### src/design/double_ended_queue_assert.svh
// assertion macros used by the double-ended queue datapath
`ifndef DOUBLE_ENDED_QUEUE_ASSERT_SVH
`define DOUBLE_ENDED_QUEUE_ASSERT_SVH

// same-cycle implication
`define DQ_ASSERT_IMPL(label, ante, cons) \
  label: assert property (@(posedge clk) disable iff (!rst_n) (ante) |-> (cons)) \
    else $error("double_ended_queue assertion failed");

// next-cycle implication
`define DQ_ASSERT_NEXT(label, ante, cons) \
  label: assert property (@(posedge clk) disable iff (!rst_n) (ante) |=> (cons)) \
    else $error("double_ended_queue assertion failed");

`endif

### src/design/dq_pkg.sv
// shared constants, opcodes and control types of the double-ended queue
package dq_pkg;

  localparam int unsigned DQ_DEPTH    = 1024;
  localparam int unsigned OPCODE_W    = 3;
  localparam int unsigned WORD_W      = 32;
  localparam int unsigned COUNT_OUT_W = 11;

  localparam logic [OPCODE_W-1:0] OP_PUSH_FRONT = 3'd0;
  localparam logic [OPCODE_W-1:0] OP_PUSH_BACK  = 3'd1;
  localparam logic [OPCODE_W-1:0] OP_POP_FRONT  = 3'd2;
  localparam logic [OPCODE_W-1:0] OP_POP_BACK   = 3'd3;
  localparam logic [OPCODE_W-1:0] OP_QUERY      = 3'd4;

  typedef struct packed {
    logic accept;
    logic load_read;
    logic load_out;
  } ctrl_cmd_t;

  typedef struct packed {
    logic need_read;
  } dp_status_t;

endpackage

### src/design/dq_ctrl.sv
// controller sequencing accept, ram read and result load
module dq_ctrl (
  input  logic               clk,
  input  logic               rst_n,
  input  logic               in_valid,
  output logic               in_ready,
  output logic               out_valid,
  input  logic               out_ready,
  input  dq_pkg::dp_status_t status,
  output dq_pkg::ctrl_cmd_t  cmd
);
  import dq_pkg::*;

  localparam logic [1:0] ST_IDLE = 2'd0;
  localparam logic [1:0] ST_READ = 2'd1;
  localparam logic [1:0] ST_DONE = 2'd2;

  logic [1:0] state_r;
  logic [1:0] state_nxt;
  logic       out_valid_r;
  logic       out_valid_nxt;
  logic       slot_free;

  assign in_ready  = (state_r == ST_IDLE);
  assign slot_free = !out_valid_r || out_ready;

  always_comb begin
    cmd           = '0;
    state_nxt     = state_r;
    cmd.accept    = in_valid && (state_r == ST_IDLE);
    case (state_r)
      ST_IDLE: begin
        if (cmd.accept) begin
          state_nxt = status.need_read ? ST_READ : ST_DONE;
        end
      end
      ST_READ: begin
        cmd.load_read = 1'b1;
        state_nxt     = ST_DONE;
      end
      ST_DONE: begin
        if (slot_free) begin
          cmd.load_out = 1'b1;
          state_nxt    = ST_IDLE;
        end
      end
      default: state_nxt = ST_IDLE;
    endcase
  end

  always_comb begin
    out_valid_nxt = out_valid_r;
    if (cmd.load_out) begin
      out_valid_nxt = 1'b1;
    end else if (out_ready) begin
      out_valid_nxt = 1'b0;
    end
  end

  always_ff @(posedge clk) begin
    if (!rst_n) begin
      state_r     <= ST_IDLE;
      out_valid_r <= 1'b0;
    end else begin
      state_r     <= state_nxt;
      out_valid_r <= out_valid_nxt;
    end
  end

  assign out_valid = out_valid_r;

endmodule

### config.mk
export PLATFORM = sky130hd
export DESIGN_NAME = dq_ctrl
export DESIGN_NICKNAME = d
export VERILOG_FILES = /design/src/design/double_ended_queue_assert.svh /design/src/design/dq_pkg.sv /design/src/design/dq_ctrl.sv
export SDC_FILE = /design/constraint.sdc
export NUM_CORES = 1
export LEC_CHECK = 0
export BUFFER_PORTS_ARGS = -buffer_cell sky130_fd_sc_hd__buf_2
export CORE_AREA = 2 2 39 41
export DETAILED_ROUTE_END_ITERATION = 8
export DIE_AREA = 0 0 41 43
export GPL_TIMING_DRIVEN = 0
export PLACE_DENSITY = 0.3
export SETUP_SLACK_MARGIN = 0.5
export SLEW_MARGIN = 20
export SYNTH_ARGS = -nofsm -noshare
export SYNTH_HDL_FRONTEND = slang
export SYNTH_SLANG_ARGS = --single-unit
### constraint.sdc
create_clock -name clk -period 1.9 [get_ports clk]
set_input_delay 0.38 -clock clk [delete_from_list [all_inputs] [get_ports clk]]
set_output_delay 0.38 -clock clk [all_outputs]
set_load 0.02 [all_outputs]
==> impl_results.md <==
- Netlist Area Pre-Place: ~150 um^2
- Max_cap viols: 0
- Synth Area in XOR/XNOR: 0%
- CP Data Required Time: around 1.5 ns
- GR Util met1: between 5 and 6%
- Commonest cells in the netlist: 3 x dfxtp_1, 2 x nand2b_1, 2 x nor2_1
- Maximum VDD drop: 0.000436 V
- Status: completed
- Cell taking the most area after synthesis: dfxtp_1
- Clock Pin Slew Worst Setup and Hold Paths: 0.03 ns
- Post-synth ARST share: 0%
- Area of the core: 0.00138 mm^2
- Worst-Skew Late Latency: ~0.24 ns
- Post-synthesis simple-gate area fraction: between 30 and 40%
- Proportion of synthesized area in mux cells: 0%
- Synth Instances: 17
- Met2 Use GR: 4.06%
- Area fraction in compound gates after synthesis: 13.7%
- Sequential element share of the synthesized area: 41.0%
- Clk network pwr share: about half
- Sw Share: 25.6%
- Most common cell in the netlist: dfxtp_1
- CTS tree: done
- Syn nets: 22
- Gr busiest metal: met3
- Comb power frac: roughly 18%
- Max-slew headroom: 91.7%
- CP max-delay cell: dfxtp_2
- Main combinational cell family by area after synthesis: simple AND/OR/NAND/NOR gates
- Adder-cell area share of the yosys netlist: 0%
- Clock sinks: 3
- Switch Pwr: 57.6 uW
- Layout Nets: 38
- CTS buffer count: 3
- Die width: 41 um
- GP Congestion: 0.600
- Antenna cell count: 0
- Die ar.: 0.00176 mm^2
- Vias: 163
- TNS Setup: 0 ns
- Worst Tran Pin Value: 0.123 ns
- H-tree depth: 1
- Detail Route Antenna Nets: 0
- Routed vias/inst: 3.40
- Startpoint types: register
- Vias in the first global route: 122
- F_max: 717 MHz
- DRC viols: 0
- Final setup fails: 0
- Crit path max fanout: 3
- Overflow after GRT: 0
- Warnings, synthesis: 0
- Arrival time worst endpoint: 1.02 ns
- Post-synth EDFFs: 0
- Largest net degree at the start of global routing: 5
- HP Class: input port to register
- RSZ-0062 raised after global routing: yes
- Share of cells above drive strength 1: 62.5%
- Mean post-synth cell area: 8.61 um^2
- Initial core utilization: 10.6%
- Buf+Inv Stages, Crit Path: 2
- Post-layout util: about a fifth
- Root buffer cell: clkbuf_4
- #FFs+latches synth: 3
- Tmin final: 1.40 ns
- Distinct cells, synth: 13
- P per Cell Area: 837 mW/mm^2
- Leakage: 0.127 nW
- Met3 Use GR: 9.42%
- Area growth syn-to-layout: 83.8%
- Violation count after the first detailed-route iteration: 0
- CP delay by family, top: flip-flops
- Post-Layout Cell Count: 48
- CP peak stage delay: 0.32 ns
- CP Class: register to output pin
- WL per Instance: about 7.5 um
- Final Cycle Share: about 73%
- I/O pins: 10
- Num rows: 14
- IO buf count: 9
- Final Slew Violations: 0
- CTS Buffer Depth: 2
- Crit end category: output pin
- GRT Total Usage: 5.11%
- Synth Flop Type: dfxtp_1
- Initial antenna violation count: 0
- Clock Skews: between 0.002 and 0.0025 ns
- Pint: around 170 uW
- Largest cells by area after synthesis: dfxtp_1 41%, nand2b_1 8.5%, and2_4 6.0%
- Post-synth top area share: around two fifths
- First-pass DRT Iterations: 1
- Hold Fails Final Rpt: 0
- Sequential power share: 31.5%
- Final wirelength: approximately 360 um
- Die height: 43 um
- Placed insts: 42
- First-pass GRT wire length: 469 um
- Ordered list of cells on the worst path: nand2b_4, nor2b_1, buf_4, buf_6
what timing repair did:
item / in CTS / in global routing
setup endpoints to repair: 1 / 1
hold buffers: 0 / 0
buffers inserted: 1 / 1
gates resized for setup: 5 / 0
hold endpoints to repair: 0 / 0
registers in the layout, indices dropped and copies added, names as in the netlist:
| signal | flops |
|---|---|
| state_r | 2 |
| out_valid | 1 |
routing by layer:
metal | part of all wire (%) | vias up
met2 | 33 | 14
met3 | 20 | 0
met1 | 47 | 67
met4 | 0 | 0
met5 | 0 | -
li1 | - | 82
worst paths after layout:
| kind | start | to | slack [ns] | cells past startpoint |
|---|---|---|---|---|
| min | rst_n | state_r[1]$_SDFFE_PN0P_ | 0.39 | 2 |
| min reg2reg | state_r[1]$_SDFFE_PN0P_ | state_r[1]$_SDFFE_PN0P_ | 0.61 | 2 |
| max reg2reg | state_r[0]$_SDFFE_PN0P_ | state_r[1]$_SDFFE_PN0P_ | 1.02 | 4 |
| max | state_r[0]$_SDFFE_PN0P_ | cmd[0] | 0.50 | 4 |
per-stage QoR:
step	hold WS, ns	cell area [um^2]	setup WS, ns	power (mW)
3_3_place_gp	0.514	211	0.495	0.105
3_5_place_dp	0.528	211	0.492	0.105
6_report	0.386	269	0.505	0.225
4_1_cts	0.370	262	0.489	0.230
2_1_floorplan	0.498	146	0.725	0.0929
5_1_grt	0.381	269	0.460	0.241
kinds of logic (layout without fill, tap and decap cells):
kind of cell / count (synthesis) / in the layout
AO/OA/AOI/OAI: 3 / 3
buffers and inverters: 2 / 17
flip-flops: 3 / 3
AND/OR/NAND/NOR: 9 / 9
cell type report:
cell class,count,area [um^2]
tap,16,20.0
fill,148,1110
inverter,1,3.75
clock buffer,4,26.3
timing repair buffer,11,66.3
multi-input combinational,12,82.6
sequential,3,62.6
buffer,1,7.51
power groups by stage:
stage / combinational [mW] / clock (mW) / sequential (mW)
after floorplan: 0.0216 / 0 / 0.0713
after global placement: 0.0351 / 0 / 0.0703
after detailed placement: 0.0347 / 0 / 0.0704
after CTS: 0.0389 / 0.120 / 0.0707
after global routing: 0.0434 / 0.126 / 0.0709
final: 0.0406 / 0.114 / 0.0709
placed cells by master (no fill, tap or decap):
cell / synthesis / layout
a21boi_0: 1 / 1
a21oi_1: 1 / 1
and2_4: 1 / 1
and3_1: 1 / 1
buf_2: 0 / 8
buf_4: 1 / 3
buf_6: 0 / 1
clkbuf_1: 0 / 1
clkbuf_4: 0 / 3
dfxtp_1: 3 / 1
dfxtp_2: 0 / 2
inv_1: 1 / 1
nand2b_1: 2 / 1
nand2b_4: 0 / 1
nor2_1: 2 / 2
nor2_2: 1 / 1
nor2b_1: 1 / 1
o21a_1: 1 / 1
or2b_1: 1 / 1
No activity file was read; power rests on OpenSTA's default activity.
